[src/rtl/core/mnva_pkg.sv]
// Shared types and constants of the MIDI note voice allocator.
package mnva_pkg;

  localparam int unsigned BYTE_W  = 8;
  localparam int unsigned NOTE_W  = 7;
  localparam int unsigned LEVEL_W = 7;
  localparam int unsigned INDEX_W = 3;

  localparam logic [BYTE_W-1:0] STATUS_MASK  = 8'h80;
  localparam logic [BYTE_W-1:0] NIBBLE_MASK  = 8'hF0;
  localparam logic [BYTE_W-1:0] NOTE_ON_CODE = 8'h90;

  // Request handed from the parser to the voice scanner
  typedef struct packed {
    logic               valid;
    logic               is_rel;
    logic [NOTE_W-1:0]  note;
    logic [LEVEL_W-1:0] level;
  } req_t;

  // One result beat
  typedef struct packed {
    logic [INDEX_W-1:0] voice_index;
    logic [NOTE_W-1:0]  voice_note;
    logic [LEVEL_W-1:0] voice_level;
    logic               is_release;
  } res_t;

endpackage

[src/rtl/core/mnva_in_if.sv]
// Input byte channel of the MIDI note voice allocator.
interface mnva_in_if;
  logic                        valid;
  logic                        ready;
  logic [mnva_pkg::BYTE_W-1:0] midi_byte;

  modport source (output valid, output midi_byte, input ready);
  modport sink (input valid, input midi_byte, output ready);
endinterface

[src/rtl/core/mnva_out_if.sv]
// Result channel of the MIDI note voice allocator.
interface mnva_out_if;
  logic                         valid;
  logic                         ready;
  logic [mnva_pkg::INDEX_W-1:0] voice_index;
  logic [mnva_pkg::NOTE_W-1:0]  voice_note;
  logic [mnva_pkg::LEVEL_W-1:0] voice_level;
  logic                         is_release;

  modport source (output valid, output voice_index, output voice_note,
                  output voice_level, output is_release, input ready);
  modport sink (input valid, input voice_index, input voice_note,
                input voice_level, input is_release, output ready);
endinterface

[src/rtl/core/midi_note_voice_allocator.sv]
// Top level of the MIDI note voice allocator.
//
//   channel  dir  beat        fields
//   in_if    in   MIDI byte   midi_byte[7:0]
//   out_if   out  voice event voice_index[2:0] voice_note[6:0] voice_level[6:0] is_release
//
// A status, note or idle data byte only updates the parser. A velocity byte in the
// note-on data phase starts a walk of the voice slots by the single note comparator;
// in_if.ready is low during that walk.
// Reset clears the parser phase and every voice slot at once; no clearing pass.
// The result register lets a new byte be taken while a result waits; a hit found
// while that register is still full holds the walk until out_if takes the beat.
module midi_note_voice_allocator #(
  parameter int unsigned VOICE_COUNT = 8
) (
  input  logic              clk_i,
  input  logic              rst_ni,
  mnva_in_if.sink           in_if,
  mnva_out_if.source        out_if
);

  mnva_pkg::req_t req;
  mnva_pkg::res_t res;
  mnva_pkg::res_t out_q;
  logic           res_valid;
  logic           res_ready;
  logic           scan_idle;
  logic           accept;
  logic           out_valid_q;

  assign in_if.ready = scan_idle;
  assign accept      = in_if.valid && scan_idle;

  mnva_parse u_parse (
    .clk_i    (clk_i),
    .rst_ni   (rst_ni),
    .accept_i (accept),
    .byte_i   (in_if.midi_byte),
    .req_o    (req)
  );

  mnva_scan #(
    .VOICE_COUNT (VOICE_COUNT)
  ) u_scan (
    .clk_i       (clk_i),
    .rst_ni      (rst_ni),
    .req_i       (req),
    .res_ready_i (res_ready),
    .res_valid_o (res_valid),
    .res_o       (res),
    .idle_o      (scan_idle)
  );

  // Load the result register when it is empty or being drained
  assign res_ready = !out_valid_q || out_if.ready;

  always_ff @(posedge clk_i or negedge rst_ni) begin
    if (!rst_ni) begin
      out_valid_q <= 1'b0;
    end else if (res_ready) begin
      out_valid_q <= res_valid;
    end
  end

  always_ff @(posedge clk_i) begin
    if (res_ready && res_valid) out_q <= res;
  end

  assign out_if.valid       = out_valid_q;
  assign out_if.voice_index = out_q.voice_index;
  assign out_if.voice_note  = out_q.voice_note;
  assign out_if.voice_level = out_q.voice_level;
  assign out_if.is_release  = out_q.is_release;

endmodule

[src/rtl/core/mnva_parse.sv]
// Note-on byte parser with running status.
module mnva_parse (
  input  logic                        clk_i,
  input  logic                        rst_ni,
  input  logic                        accept_i,
  input  logic [mnva_pkg::BYTE_W-1:0] byte_i,
  output mnva_pkg::req_t              req_o
);

  typedef enum logic [2:0] {
    PH_IDLE = 3'b001,
    PH_NOTE = 3'b010,
    PH_VEL  = 3'b100
  } phase_e;

  phase_e                      phase_q, phase_d;
  logic [mnva_pkg::NOTE_W-1:0] pend_q, pend_d;
  logic                        is_status;
  logic                        is_note_on;

  assign is_status  = (byte_i & mnva_pkg::STATUS_MASK) != '0;
  assign is_note_on = (byte_i & mnva_pkg::NIBBLE_MASK) == mnva_pkg::NOTE_ON_CODE;

  // Advance the phase on each accepted beat
  always_comb begin
    phase_d      = phase_q;
    pend_d       = pend_q;
    req_o        = '0;
    req_o.note   = pend_q;
    req_o.level  = byte_i[mnva_pkg::LEVEL_W-1:0];
    req_o.is_rel = byte_i == '0;
    if (accept_i) begin
      if (is_status) begin
        if (phase_q == PH_IDLE && is_note_on) phase_d = PH_NOTE;
      end else begin
        unique case (phase_q)
          PH_NOTE: begin
            pend_d  = byte_i[mnva_pkg::NOTE_W-1:0];
            phase_d = PH_VEL;
          end
          PH_VEL: begin
            phase_d     = PH_NOTE;
            req_o.valid = 1'b1;
          end
          default: ;
        endcase
      end
    end
  end

  always_ff @(posedge clk_i or negedge rst_ni) begin
    if (!rst_ni) begin
      phase_q <= PH_IDLE;
      pend_q  <= '0;
    end else begin
      phase_q <= phase_d;
      pend_q  <= pend_d;
    end
  end

endmodule

[src/rtl/core/mnva_scan.sv]
// Voice store with a serial scan through one shared note comparator.
module mnva_scan #(
  parameter int unsigned VOICE_COUNT = 8
) (
  input  logic           clk_i,
  input  logic           rst_ni,
  input  mnva_pkg::req_t req_i,
  input  logic           res_ready_i,
  output logic           res_valid_o,
  output mnva_pkg::res_t res_o,
  output logic           idle_o
);

  localparam int unsigned IDX_W = (VOICE_COUNT > 1) ? $clog2(VOICE_COUNT) : 1;
  localparam logic [IDX_W-1:0] LAST_IDX = IDX_W'(VOICE_COUNT - 1);

  typedef enum logic [1:0] {
    ST_IDLE = 2'b01,
    ST_SCAN = 2'b10
  } state_e;

  state_e                       state_q, state_d;
  logic [IDX_W-1:0]             idx_q, idx_d;
  logic                         rel_q;
  logic [mnva_pkg::NOTE_W-1:0]  note_q;
  logic [mnva_pkg::LEVEL_W-1:0] level_q;
  logic [mnva_pkg::NOTE_W-1:0]  slot_note_q  [VOICE_COUNT];
  logic [mnva_pkg::NOTE_W-1:0]  target;
  logic                         hit;
  logic                         fire;

  // Shared comparator: free slot on press, matching note on release
  assign target = rel_q ? note_q : '0;
  assign hit    = state_q == ST_SCAN && slot_note_q[idx_q] == target;
  assign fire   = hit && res_ready_i;

  // The new level of a voice is the request level on press and zero on release
  assign idle_o            = state_q == ST_IDLE;
  assign res_valid_o       = hit;
  assign res_o.voice_index = mnva_pkg::INDEX_W'(idx_q);
  assign res_o.voice_note  = rel_q ? '0 : note_q;
  assign res_o.voice_level = rel_q ? '0 : level_q;
  assign res_o.is_release  = rel_q;

  // Sequence the scan; hold on a hit until the result can be taken
  always_comb begin
    state_d = state_q;
    idx_d   = idx_q;
    unique case (state_q)
      ST_IDLE: begin
        if (req_i.valid) begin
          state_d = ST_SCAN;
          idx_d   = '0;
        end
      end
      ST_SCAN: begin
        if (fire) begin
          state_d = ST_IDLE;
        end else if (!hit) begin
          if (idx_q == LAST_IDX) state_d = ST_IDLE;
          else idx_d = idx_q + 1'b1;
        end
      end
      default: state_d = ST_IDLE;
    endcase
  end

  always_ff @(posedge clk_i or negedge rst_ni) begin
    if (!rst_ni) begin
      state_q <= ST_IDLE;
      idx_q   <= '0;
    end else begin
      state_q <= state_d;
      idx_q   <= idx_d;
    end
  end

  // Latch the request operands
  always_ff @(posedge clk_i) begin
    if (state_q == ST_IDLE && req_i.valid) begin
      rel_q   <= req_i.is_rel;
      note_q  <= req_i.note;
      level_q <= req_i.level;
    end
  end

  // Update the voice store when a result goes out
  always_ff @(posedge clk_i or negedge rst_ni) begin
    if (!rst_ni) begin
      for (int unsigned k = 0; k < VOICE_COUNT; k++) begin
        slot_note_q[k] <= '0;
      end
    end else if (fire) begin
      slot_note_q[idx_q] <= res_o.voice_note;
    end
  end

endmodule

[src/flat_wrapper.sv]
// flat-port wrapper written by rule: the top's interface ports become plain ports
module midi_note_voice_allocator_flat 
#(
  parameter int unsigned VOICE_COUNT = 8
)
  (clk_i, rst_ni, in_if_valid, in_if_midi_byte, in_if_ready, out_if_valid, out_if_voice_index, out_if_voice_note, out_if_voice_level, out_if_is_release, out_if_ready);
  mnva_in_if in_if_i ();
  mnva_out_if out_if_i ();
  input  logic clk_i;
  input  logic rst_ni;
  input wire logic [$bits(in_if_i.valid)-1:0] in_if_valid;
  input wire logic [$bits(in_if_i.midi_byte)-1:0] in_if_midi_byte;
  output wire logic [$bits(in_if_i.ready)-1:0] in_if_ready;
  output wire logic [$bits(out_if_i.valid)-1:0] out_if_valid;
  output wire logic [$bits(out_if_i.voice_index)-1:0] out_if_voice_index;
  output wire logic [$bits(out_if_i.voice_note)-1:0] out_if_voice_note;
  output wire logic [$bits(out_if_i.voice_level)-1:0] out_if_voice_level;
  output wire logic [$bits(out_if_i.is_release)-1:0] out_if_is_release;
  input wire logic [$bits(out_if_i.ready)-1:0] out_if_ready;
  assign in_if_i.valid = in_if_valid;
  assign in_if_i.midi_byte = in_if_midi_byte;
  assign in_if_ready = in_if_i.ready;
  assign out_if_valid = out_if_i.valid;
  assign out_if_voice_index = out_if_i.voice_index;
  assign out_if_voice_note = out_if_i.voice_note;
  assign out_if_voice_level = out_if_i.voice_level;
  assign out_if_is_release = out_if_i.is_release;
  assign out_if_i.ready = out_if_ready;
  midi_note_voice_allocator #(.VOICE_COUNT(VOICE_COUNT)) u_core (.clk_i(clk_i), .rst_ni(rst_ni), .in_if(in_if_i), .out_if(out_if_i));
endmodule
[config.mk]
export PLATFORM = sky130hd
export DESIGN_NAME = midi_note_voice_allocator_flat
export DESIGN_NICKNAME = d
export VERILOG_FILES = /design/src/rtl/core/mnva_pkg.sv /design/src/rtl/core/mnva_in_if.sv /design/src/rtl/core/mnva_out_if.sv /design/src/rtl/core/midi_note_voice_allocator.sv /design/src/rtl/core/mnva_parse.sv /design/src/rtl/core/mnva_scan.sv /design/src/flat_wrapper.sv
export SDC_FILE = /design/constraint.sdc
export NUM_CORES = 1
export LEC_CHECK = 0
export BUFFER_PORTS_ARGS = -buffer_cell sky130_fd_sc_hd__buf_2
export CAP_MARGIN = 10
export CORE_ASPECT_RATIO = 1.2
export CORE_UTILIZATION = 59
export CTS_CLUSTER_DIAMETER = 150
export DETAILED_ROUTE_END_ITERATION = 12
export HOLD_SLACK_MARGIN = 0.03
export PLACE_DENSITY = 0.89
export RECOVER_POWER = 50
export SYNTH_ARGS = -nofsm -noshare
export SYNTH_HDL_FRONTEND = slang
export SYNTH_SLANG_ARGS = --single-unit
[constraint.sdc]
create_clock -name clk_i -period 9.65 [get_ports clk_i]
set_input_delay 0.4825 -clock clk_i [delete_from_list [all_inputs] [get_ports clk_i]]
set_output_delay 0.4825 -clock clk_i [all_outputs]
set_load 0.03 [all_outputs]
# --- Yosys cells after proc, flatten, opt, wreduce, memory -nomap -nowiden ---
# Cells that the tools add are included.
# Widths: inputs -> output; s select.
word_totals:
  ramBits: 0
  output_inout_bits: 20
  ff_bits: 105
  mem_count: 0
  inputBits: 12
  latch_bits: 0
  rom_bits: 0
op_classes:
  reduce_logical: 15
  shift: 0
  div: 0
  mul: 0
  bitwise_logic: 2
  magnitude_cmp: 2
  eq_ne: 15
  addsub: 1
  mux: 24
op_table:
  columns: ["operator", "count"]
  rows:
  - ["$bwmux 56", 1]
  - ["$mux 7", 5]
  - ["$bmux 7 s3", 1]
  - ["$demux 7 s3", 1]
  - ["$mux 3", 6]
  - ["$pmux 3 s2", 2]
  - ["$reduce_and 3->1", 3]
  - ["$logic_not 8->1", 1]
  - ["$mux 2", 4]
  - ["$ne 2x2->1 const B", 4]
  - ["$eq 7x7->1", 1]
  - ["$eq 3x3->1 const B", 2]
  - ["$logic_and 1x1->1", 6]
  - ["$reduce_and 5->1", 1]
  - ["$eq 4x4->1 const B", 1]
  - ["$ge 4x4->1 const B", 1]
  - ["$lt 4x1->1 const B", 1]
  - ["$not 3->4", 1]
  - ["$pmux 2 s2", 1]
  - ["$add 3x1->3 const B", 1]
  - ["$eq 3x1->1 const B", 1]
  - ["$eq 3x2->1 const B", 1]
  - ["$mux 1", 3]
  - ["$ne 3x2->1 const B", 1]
  - ["other kinds (9)", 9]

# --- Longest topological paths before layout ---
# Gate-level depths: netlist of run 1.
depth:
  depth_word: 9
  depth_mapped: 11
  ltp_nobuf: 7

# --- Hierarchy ---
# A second synthesis of run 1 with hierarchy kept.
hier_totals:
  hier_cells: 316
  area_unflattened_um2: 4847.1
modules_own_cells:
  columns: ["mod", "cells_per_inst", "instances", "area_per_inst_um2", "seq_area_each_um2"]
  rows:
  - ["mnva_scan", 252, 1, 3698.5, 1978.1]
  - ["midi_note_voice_allocator", 23, 1, 600.6, 565.5]
  - ["mnva_parse", 41, 1, 548.0, 251.5]

# --- Worst setup path before layout of run 1 ---
# No wires, ideal clock.
synth_path:
  path_kind: "reg-to-reg"
  start: "register u_core.u_scan.idx_q[2]"
  end: "register u_core.out_q (netlist bit u_core.out_if.is_release) (enable)"
  setup_ns: 0.393
  path_stages_with_launch: 12
  path_buffers: 4
  arrival_time_ns: 3.500
  period_less_slack_ns: 3.892
  path_slack_ns: 5.758
  t_required_ns: 9.257
  cell_sequence: "dfrtp_1 -> buf_2 -> buf_2 -> clkbuf_1 -> mux4_2 -> mux2i_1 -> nand4b_1 -> mux2i_1 -> a41oi_1 -> buf_2 -> or4_1 -> nor2_1"
synth_between:
  elab_chain_len: 7
synth_lines:
  columns: ["item", "line", "source"]
  rows:
  - ["from (decl)", "mnva_scan.sv:23", "logic [IDX_W-1:0] idx_q, idx_d;"]
  - ["from (signal assigned)", "mnva_scan.sv:74", "idx_q <= idx_d;"]
  - ["$not 3->4 (implied by the code)", "mnva_scan.sv:34", "assign hit = state_q == ST_SCAN && slot_note_q[idx_q] == target;"]
  - ["$bmux 7 s3", "mnva_scan.sv:34", null]
  - ["$mux 7 (implied by the code) (2 in series)", "mnva_scan.sv:34", null]
  - ["$eq 7x7->1", "mnva_scan.sv:34", null]
  - ["$logic_and 1x1->1", "mnva_scan.sv:34", null]
  - ["$logic_and 1x1->1", null, null]
  - ["via u_core.u_scan.fire", "mnva_scan.sv:30", "logic fire;"]
  - ["to (signal assigned)", "midi_note_voice_allocator.sv:66", "if (res_ready && res_valid) out_q <= res;"]
  - ["to (decl)", "midi_note_voice_allocator.sv:24", "mnva_pkg::res_t out_q;"]
# The timed path passes the listed nets, and every way through them passes these cells. The select of a mux whose other input is x is not followed.
# A chain may end at the register's enable or synchronous reset.

# --- Final worst setup path of run 1 ---
layout_path:
  start: "register u_core.u_scan.idx_q[2]"
  end: "register u_core.out_q (netlist bit u_core.out_if.voice_index[0]) (enable)"
# The elaborated chain is that of the path after synthesis.

==> impl_metrics.tcl, run 1 <==
set metrics [dict create \
    wl_met3_um 413 \
    gp_congestion 0.851 \
    synth_seq_cells 105 \
    total_power_mw 0.729 \
    setup_tns_ns 0 \
    m1WireLength_um 3840 \
    fp.dieArea_mm2 0.00847 \
    clock_latency_ns 0.38 \
    ys.warnings.count 0 \
    clkSinkCount 105 \
    synthCells 319 \
    drive_above_1_share_pct 16.1 \
    end_kind "flip-flop" \
    nFillCells 534 \
    cts_inserted_buffers 9 \
    fin_skew_ns 0.0151 \
    status "finished, violations left" \
    via_per_inst 6.31 \
    wl_met2_um 4540 \
    first_iter_violations 208 \
    worstSetupPathType "flip-flop to flip-flop" \
    hold_viol 0 \
    synth.area.top_cells "dfrtp_1 (37%), edfxtp_1 (21%), mux2_1 (12%)" \
    crit_required_ns 9.64 \
    synth_top_area_cell "dfrtp_1" \
    hold_path_class "input port to flip-flop" \
    vias 2768 \
    p_leak_nw 2.27 \
    h-tree-depth 3 \
    yosysSeqAreaShare_pct 58.5 \
    grt_pass1_vias 2824 \
    violations "DRC, capacitance limit, slew limit" \
    die_h_um 101 \
    core-area_mm2 0.00775 \
    netlist_area_mm2 0.00478 \
    worstMarginPinSlew_ns 3.73 \
    fin_nets 356 \
    setup_viol 0 \
    synth_top_area_share_pct 36.6 \
    maxCapViolations 1 \
    first_pass_iters 8 \
    start_kind "flip-flop" \
    layout_commonest_cell "dfrtp_1" \
    fin_crit_sh_pct 46.4 \
    async_reset_ff_share_pct 68.6 \
    cts-root-buf "clkbuf_8" \
    portBuffers 31 \
    p_per_area_mw_per_mm2 142 \
    yosysUniqueCellTypes 57 \
    cts_resized 0 \
    antenna_found_initial 0 \
    syn_area_per_cell_um2 15.0 \
    hpwl_um 5880 \
    drv_slew 73 \
    antenna_left 0 \
    worst-endpoint-arrival_ns 4.47 \
    rows 35 \
    ctsLongestPathBuffers 2 \
    fin_crit_ns 4.48 \
    synthFlopType "dfrtp_1" \
    cts_tree "done" \
    relSlewSlack_pct -149 \
    fmax_ghz 0.223 \
    grt_pass1_wl_um 14800 \
    num_antenna_cells 0 \
    highest_layer "met4" \
    initial_core_util_pct 61.7 \
    num_io_pins 32 \
    synth_edf_count 33 \
    die_w_um 84.2 \
    path_max_fanout 32 \
    ir_worst_vdd_mv 0.0914 \
    grt_max_degree 73 \
    syn-num-nets 333 \
    drt_wl_total_um 9020 \
    route.detailed.drc 4 \
    clkTransAtPathRegs_ns 0.09 \
    syn2layout_area_growth_pct 7.22 \
    overflow 0 \
    final_cell_mix "dfrtp_1 (70), mux2_1 (49), edfxtp_1 (33), clkbuf_1 (27), nor2b_1 (15)" \
    rsz0062_at_grt "false" \
    cts-hold-fix-buffers 0 \
    wl_per_cell_um 20.5 \
    cts_setup_buffers 0 \
    grtUsageTotal_pct 23.8 \
]
==> flip-flops by register name, summed over array words and instances (netlist names) <==
register                   flops
u_core.out_if.voice_note       7
u_core.u_parse.phase_q         3
u_core.out_if.voice_index      3
u_core.u_scan.slot_note_q     56
u_core.out_if.is_release       1
u_core.out_if.valid            1
u_core.u_scan.idx_q            3
u_core.u_scan.rel_q            1
u_core.u_scan.level_q          7
u_core.u_scan.state_q          2
u_core.u_scan.note_q           7
u_core.out_if.voice_level      7
u_core.u_parse.pend_q          7
==> report_power, final <==
| part | internal (mW) | total, mW | switching, mW |
|---|---|---|---|
| logic | 0.00171 | 0.00973 | 0.00802 |
| clock network | 0.120 | 0.263 | 0.143 |
| registers | 0.457 | 0.457 | 0.0000000000000000138 |
==> final timing paths <==
check                                                           from                                        end  slack, ns  depth (start not counted)
worst max-delay path              u_core.u_scan.idx_q[2]$_DFFE_PN0P_     u_core.out_if.voice_index[0]$_DFFE_PP_       5.17                          7
worst min-delay path                              in_if_midi_byte[5]         u_core.u_scan.level_q[5]$_DFFE_PP_       0.35                          1
worst max register to register    u_core.u_scan.idx_q[2]$_DFFE_PN0P_     u_core.out_if.voice_index[0]$_DFFE_PP_       5.17                          7
worst min register to register  u_core.u_parse.pend_q[1]$_DFFE_PN0P_          u_core.u_scan.note_q[1]$_DFFE_PP_       0.45                          0
max in group asynchronous                                     rst_ni         u_core.u_scan.idx_q[0]$_DFFE_PN0P_       6.07                          2
min in group asynchronous                                     rst_ni  u_core.u_scan.slot_note_q[45]$_DFFE_PN0P_       1.49                          2
==> cell usage after synthesis, drive strengths merged (3+ instances only) <==
cell type and instances:
dfrtp 70, mux2 63, edfxtp 33, nor2b 15, clkbuf 14, mux2i 11, mux4 11, nor2 10
or4 8, buf 7, nand2 6, nor4 6, inv 5, o21ai 5, a21oi 4, and2 3
nand2b 3, nand4 3, nand4b 3
==> through the flow <==
| stage | worst slack, ns | utilization, % | cells | hold WS (ns) | area (um^2) |
|---|---|---|---|---|---|
| 3_5_place_dp | 5.21 | 64.1 | 423 | 0.430 | 4970 |
| 6_report | 5.17 | 66.1 | 439 | 0.349 | 5130 |
| 3_3_place_gp | 5.42 | 64.1 | 423 | 0.426 | 4970 |
| 2_1_floorplan | 5.76 | - | 319 | 0.187 | 4780 |
| 5_1_grt | 4.92 | 66.1 | 439 | 0.341 | 5130 |
| 4_1_cts | 5.19 | 66.6 | 439 | 0.299 | 5160 |
==> routing by layer <==
metal	track usage, %	vias up
li1	-	1252
met4	13.1	0
met1	31.4	1416
met2	37.4	79
met5	0	-
met3	4.83	21
==> critical path, cell delays in order (launching register included) <==
cell and delay, ns:
dfrtp_1 1.12, mux2i_1 0.31, o21ai_1 0.09, a211o_1 0.36
xnor2_1 0.19, a41oi_2 0.48, or4_1 0.70, nor2_2 0.84
==> area by class of cell <==
class                           count  area [um^2]  area share [%]
Clock inverter                      5         57.6            1.12
Clock buffer                       11          131            2.56
Sequential cell                   105         2800            54.5
Tap cell                           92          115            2.25
Inverter                            6         22.5           0.439
Timing Repair Buffer               33          136            2.66
Multi-Input combinational cell    187         1870            36.4
==> cell families (layout without fill, tap and decap cells) <==
| logic type | count (synthesis) | in the layout | share of synthesized area, % |
|---|---|---|---|
| muxes | 85 | 85 | 23.2 |
| adders and majority gates | 2 | 2 | 0.523 |
| AOI/OAI and AO/OA | 25 | 25 | 3.87 |
| xor gates and xnor gates | 2 | 2 | 0.366 |
| DFF | 105 | 105 | 58.5 |
| and+or+nand+nor | 73 | 73 | 10.9 |
| buffers and inverters | 27 | 55 | 2.67 |
Note: power is estimated with default switching activity, not from simulation.
==> run 2, diff against run 1 <==
ABC_AREA = 1   (was unset)
CORE_UTILIZATION = 55   (was 59)
PLACE_DENSITY = 0.87   (was 0.89)
clock period = 3.9 ns   (was 9.65 ns; I/O delays follow)
==> impl_metrics.tcl, run 2 <==
set metrics [dict create \
    fin_crit_ns 2.99 \
    drv_slew 32 \
    cts_tree "done" \
    setup_viol 0 \
    worst-endpoint-arrival_ns 3.07 \
    vias 4164 \
    synthCells 624 \
    placed_cells 761 \
    fin_crit_sh_pct 76.6 \
    route.detailed.drc 1 \
    ir_worst_vdd_mv 0.353 \
    wl_per_cell_um 15.0 \
    cts_setup_buffers 0 \
    ctsLongestPathBuffers 2 \
    grt_max_degree 44 \
    path_max_fanout 43 \
    grtUsageTotal_pct 27.4 \
    ys.warnings.count 0 \
    reg2regPathDepth 11 \
    drive_above_1_share_pct 6.48 \
    hold_viol 0 \
    setup_tns_ns 0 \
    start_kind "flip-flop" \
    worstSetupPathType "flip-flop to flip-flop" \
    core-area_mm2 0.00899 \
    synth_top_area_share_pct 34.5 \
    worstMarginPinSlew_ns 1.71 \
    synth_seq_cells 105 \
    synth_top_area_cell "dfrtp_1" \
    yosysMostFrequentCell "nand2_1" \
    antenna_left 0 \
    antenna_found_initial 0 \
    die_w_um 89.7 \
    maxCapViolations 1 \
    final_cell_mix "nand2_1 (249), nand3_1 (86), inv_1 (76), dfrtp_1 (70), nor2_1 (41)" \
    first_pass_iters 9 \
    synthFlopType "dfrtp_1" \
    hpwl_um 7960 \
    clock_latency_ns 0.38 \
    via_per_inst 5.31 \
    num_io_pins 32 \
    rows 38 \
    fin_nets 673 \
    grt_pass1_vias 4054 \
    syn-num-nets 638 \
    rsz0062_at_grt "false" \
    grt_pass1_wl_um 19300 \
    end_kind "flip-flop" \
    yosysSeqAreaShare_pct 55.1 \
    synth.area.top_cells "dfrtp_1 (35%), edfxtp_1 (20%), nand2_1 (18%)" \
    overflow 0 \
    total_power_mw 2.05 \
    syn2layout_area_growth_pct 8.04 \
    placed_cell_area_mm2 0.00526 \
    drt_wl_total_um 11800 \
    yosysUniqueCellTypes 34 \
    cts-root-buf "clkbuf_8" \
    holdWs_ns 0.128 \
    h-tree-depth 3 \
    fp.dieArea_mm2 0.00961 \
    relSlewSlack_pct -14.2 \
    fmax_ghz 0.335 \
    initial_core_util_pct 56.4 \
    status "finished, violations left" \
    crit_required_ns 3.98 \
    num_antenna_cells 0 \
    clkSinkCount 105 \
    final_cells 784 \
    violations "DRC, capacitance limit, slew limit" \
    largest_reg_flops 56 \
    clkTransAtPathRegs_ns 0.11 \
    async_reset_ff_share_pct 68.6 \
    synth_edf_count 33 \
    die_h_um 107 \
    p_leak_nw 2.78 \
    layout_commonest_cell "nand2_1" \
    hold_depth 1 \
    cts_resized 0 \
    cts_inserted_buffers 9 \
    p_per_area_mw_per_mm2 374 \
    netlist_top_cells_count "nand2_1 (249), nand3_1 (86), inv_1 (76)" \
    netlist_area_mm2 0.00507 \
    syn_area_per_cell_um2 8.13 \
    first_iter_violations 327 \
    final_area_mm2 0.00548 \
    portBuffers 31 \
    gp_congestion 0.959 \
    fin_skew_ns 0.0100 \
    hold_path_class "input port to flip-flop" \
    regMostFlops "u_core.u_scan.slot_note_q" \
]
==> run 2: changes by cell type in the layout (fill, tap and decap cells not counted), moves of 15 or more <==
cell / delta
nand3_1: +84
nor2b_1: -15
nand2_1: +243
mux2_1: -49
inv_1: +72
nor2_1: +32
==> run 2: logic make-up after synthesis <==
family | after synthesis | share of synthesized area, %
AND/OR/NAND/NOR | 391 | 32.3
flip-flops | 105 | 55.1
buffers and inverters | 102 | 9.30
AO/OA/AOI/OAI | 23 | 2.61
adder cells (fa/ha/maj) | 2 | 0.493
multiplexers | 1 | 0.222
==> run 2: area by class of cell <==
| class | count | area (um^2) |
|---|---|---|
| repair buffers | 41 | 225 |
| clock inverters | 7 | 61.3 |
| fillers | 755 | 3510 |
| well taps | 120 | 150 |
| inverters | 85 | 319 |
| flip-flops and latches | 105 | 2800 |
| multi-input cells | 417 | 1810 |
| clock buffers | 9 | 124 |
==> run 2: worst paths after layout <==
check	start	end	slack (ns)
max in group asynchronous	rst_ni	u_core.u_scan.slot_note_q[44]$_DFFE_PN0P_	1.30
worst min-delay path	in_if_midi_byte[6]	u_core.u_scan.level_q[6]$_DFFE_PP_	0.13
min in group asynchronous	rst_ni	u_core.u_parse.phase_q[2]$_DFFE_PN0P_	0.78
worst max register to register	u_core.u_scan.idx_q[1]$_DFFE_PN0P_	u_core.out_if.voice_note[0]$_DFFE_PP_	0.91
worst min register to register	u_core.u_parse.pend_q[1]$_DFFE_PN0P_	u_core.u_scan.note_q[1]$_DFFE_PP_	0.47
worst max-delay path	u_core.u_scan.idx_q[1]$_DFFE_PN0P_	u_core.out_if.voice_note[0]$_DFFE_PP_	0.91
==> run 2: power by group <==
group          internal [mW]  switching, mW  leakage (nW)
sequential              1.21         0.0342          1.28
combinational         0.0527          0.118          1.42
clock                  0.244          0.396        0.0888
total                   1.50          0.548          2.78
==> run 2: stage by stage <==
step	utilization [%]	setup WS, ns
5_1_grt	61.0	0.709
3_5_place_dp	58.5	0.964
2_1_floorplan	-	1.74
3_3_place_gp	58.5	1.02
4_1_cts	61.4	0.942
6_report	61.0	0.911
==> run 2: worst max-delay path, stage by stage, from the launching register on <==
cell,delay (ns)
dfrtp_1,0.67
inv_2,0.13
nor2_2,0.27
nand3_1,0.20
nand2_1,0.13
nor2_1,0.06
a21boi_1,0.12
nand2_1,0.09
nor2_2,0.14
nand3_2,0.10
inv_2,0.47
buf_12,0.29
==> run 2: per-layer routing <==
metal	track usage [%]	routed length, um	share of wire (%)
met2	42.5	5680	48
met1	35.6	4740	40
met4	15.8	565	4.8
met5	0	0	0
met3	5.39	780	6.6
==> run 2: repair_timing <==
| item | CTS | global route |
|---|---|---|
| hold buffers | 7 | 0 |
| hold endpoints to repair | 34 | 0 |
| setup endpoints to repair | 0 | 0 |
==> run 3, diff against run 2 <==
clock period = 2.5 ns   (was 3.9 ns; I/O delays follow)
==> impl_metrics.tcl, run 3 (synthesized netlist as in run 2, its figures left out) <==
set metrics [dict create \
    violations "capacitance limit, slew limit" \
    fin_skew_ns 0.0157 \
    drv_slew 30 \
    num_antenna_cells 0 \
    status "finished, violations left" \
    final_cell_mix "nand2_1 (249), nand3_1 (84), inv_1 (76), dfrtp_1 (69), nor2_1 (41)" \
    clkSinkCount 105 \
    via_per_inst 5.32 \
    first_pass_iters 5 \
    rsz0062_at_grt "true" \
    combPwrFrac_pct 9.2 \
    grt_pass1_vias 4203 \
    h-tree-depth 3 \
    fin_nets 696 \
    antenna_found_initial 0 \
    regMostFlops "u_core.u_scan.slot_note_q" \
    fp.dieArea_mm2 0.00961 \
    fin_crit_sh_pct 95.9 \
    first_iter_violations 391 \
    crit_top_cell "nand2_1" \
    start_kind "flip-flop" \
    grt_max_degree 44 \
    cts-root-buf "clkbuf_8" \
    p_clk_share_pct 32.1 \
    p_leak_nw 2.96 \
    total_power_mw 3.29 \
    cts_tree "done" \
    crit_required_ns 2.76 \
    wl_per_cell_um 15.5 \
    drt_wl_total_um 12500 \
    num_io_pins 32 \
    drive_above_1_share_pct 12.7 \
    cts_inserted_buffers 9 \
    core-area_mm2 0.00899 \
    relSlewSlack_pct -17.2 \
    hpwl_um 8370 \
    overflow 0 \
    initial_core_util_pct 56.4 \
    portBuffers 31 \
    grt_pass1_wl_um 20100 \
    maxCapViolations 1 \
    setup_viol 0 \
    reg2regPathDepth 12 \
    vias 4292 \
    p_seq_share_pct 58.8 \
    hold_viol 0 \
    path_max_fanout 9 \
    placed_cells 783 \
    setup_tns_ns 0 \
    layout_commonest_cell "nand2_1" \
    cp_top_family "simple AND/OR/NAND/NOR gates" \
    cp_cell_sequence "nor2_2, nand3_1, nand2_1, nor2_1, nand2_1, nand2_1, nor2_1, nand2_1, nor2_4, nand3_1, nand2_1, nand2_1" \
    route.detailed.drc 0 \
    holdWs_ns 0.0953 \
    fmax_ghz 0.417 \
    worstSetupPathType "flip-flop to flip-flop" \
    gp_congestion 0.918 \
    crit_cells 12 \
    p_int_mw 2.45 \
    largest_reg_flops 56 \
    ctsLongestPathBuffers 2 \
    die_h_um 107 \
    fin_crit_ns 2.40 \
    hold_path_class "input port to flip-flop" \
    antenna_left 0 \
    ir_worst_vdd_mv 0.511 \
    clkTransAtPathRegs_ns 0.10 \
    rows 38 \
    slowest_stage "dfrtp_1" \
    worst-endpoint-arrival_ns 2.66 \
    hold_depth 2 \
    power_switching_mw 0.844 \
    clock_latency_ns 0.38 \
    die_w_um 89.7 \
    end_kind "flip-flop" \
    switching_share_pct 25.7 \
    worstMarginPinSlew_ns 1.76 \
    p_per_area_mw_per_mm2 572 \
    syn2layout_area_growth_pct 13.3 \
    max_stage_delay_ns 0.50 \
    grtUsageTotal_pct 28.5 \
    path_buf_inv 0 \
    final_cells 807 \
]
## run 3: cell count changes in the layout (fill, tap and decap cells not counted), moves of 4 or more
| cell | change |
|---|---|
| buf_2 | +19 |
| buf_4 | +18 |
| clkbuf_1 | -18 |
| buf_12 | +4 |
## run 3: final timing paths
| check | start | end | slack, ns |
|---|---|---|---|
| min in group asynchronous | rst_ni | u_core.u_parse.phase_q[2]$_DFFE_PN0P_ | 0.75 |
| hold reg to reg | u_core.u_parse.pend_q[0]$_DFFE_PN0P_ | u_core.u_scan.note_q[0]$_DFFE_PP_ | 0.45 |
| max in group asynchronous | rst_ni | u_core.u_scan.idx_q[0]$_DFFE_PN0P_ | 0.73 |
| hold / removal | in_if_midi_byte[7] | u_core.u_scan.rel_q$_DFFE_PP_ | 0.1 |
| setup reg to reg | u_core.u_scan.idx_q[2]$_DFFE_PN0P_ | u_core.u_scan.slot_note_q[1]$_DFFE_PN0P_ | 0.10 |
| setup / recovery | u_core.u_scan.idx_q[2]$_DFFE_PN0P_ | u_core.u_scan.slot_note_q[1]$_DFFE_PN0P_ | 0.10 |
## run 3: per-stage QoR
stage | cell area, um^2 | utilization [%] | worst slack, ns
after floorplan | 5070 | - | 0.336
after global placement | 5480 | 60.9 | 0.127
after detailed placement | 5480 | 60.9 | 0.0978
after CTS | 5750 | 64.0 | 0.0791
after global routing | 5750 | 64.0 | -0.0672
final | 5750 | 64.0 | 0.103
## run 3: repair_timing
| action | in CTS | in global routing |
|---|---|---|
| gates resized for setup | 0 | 3 |
| endpoints found under the setup margin | 0 | 62 |
| setup buffers | 0 | 0 |
| hold endpoints to repair | 34 | 0 |
| hold buffers | 8 | 0 |
## run 3: final cells by class
type | instances | area, um^2
clock inverter | 6 | 66.3
fill | 721 | 3240
tap | 120 | 150
timing repair buffer | 64 | 474
clock buffer | 10 | 128
multi-input combinational | 417 | 1820
sequential | 105 | 2800
inverter | 85 | 319
## run 3: power by group through the flow
stage / Combinational [mW] / Clock [mW] / Sequential [mW]
finish: 0.301 / 1.06 / 1.93
global route: 0.343 / 1.12 / 1.94
CTS: 0.295 / 1.06 / 1.93
detailed placement: 0.284 / 0 / 1.97
global placement: 0.269 / 0 / 1.96
floorplan: 0.179 / 0 / 1.95
## run 3: worst reg2reg max path: stages, from the launching register on
cell,delay (ns)
dfrtp_1,0.50
nor2_2,0.30
nand3_1,0.17
nand2_1,0.12
nor2_1,0.06
nand2_1,0.07
nand2_1,0.07
nor2_1,0.10
nand2_1,0.10
nor2_4,0.27
nand3_1,0.29
nand2_1,0.15
nand2_1,0.07
## run 3: layer usage
layer  global-route usage, %  wire [um]  up-vias
li1                        -          -     2059
met1                    36.3       5020     2005
met2                    46.0       6130      183
met3                    4.08        741       45
met4                    16.0        576        0
met5                       0          0        -
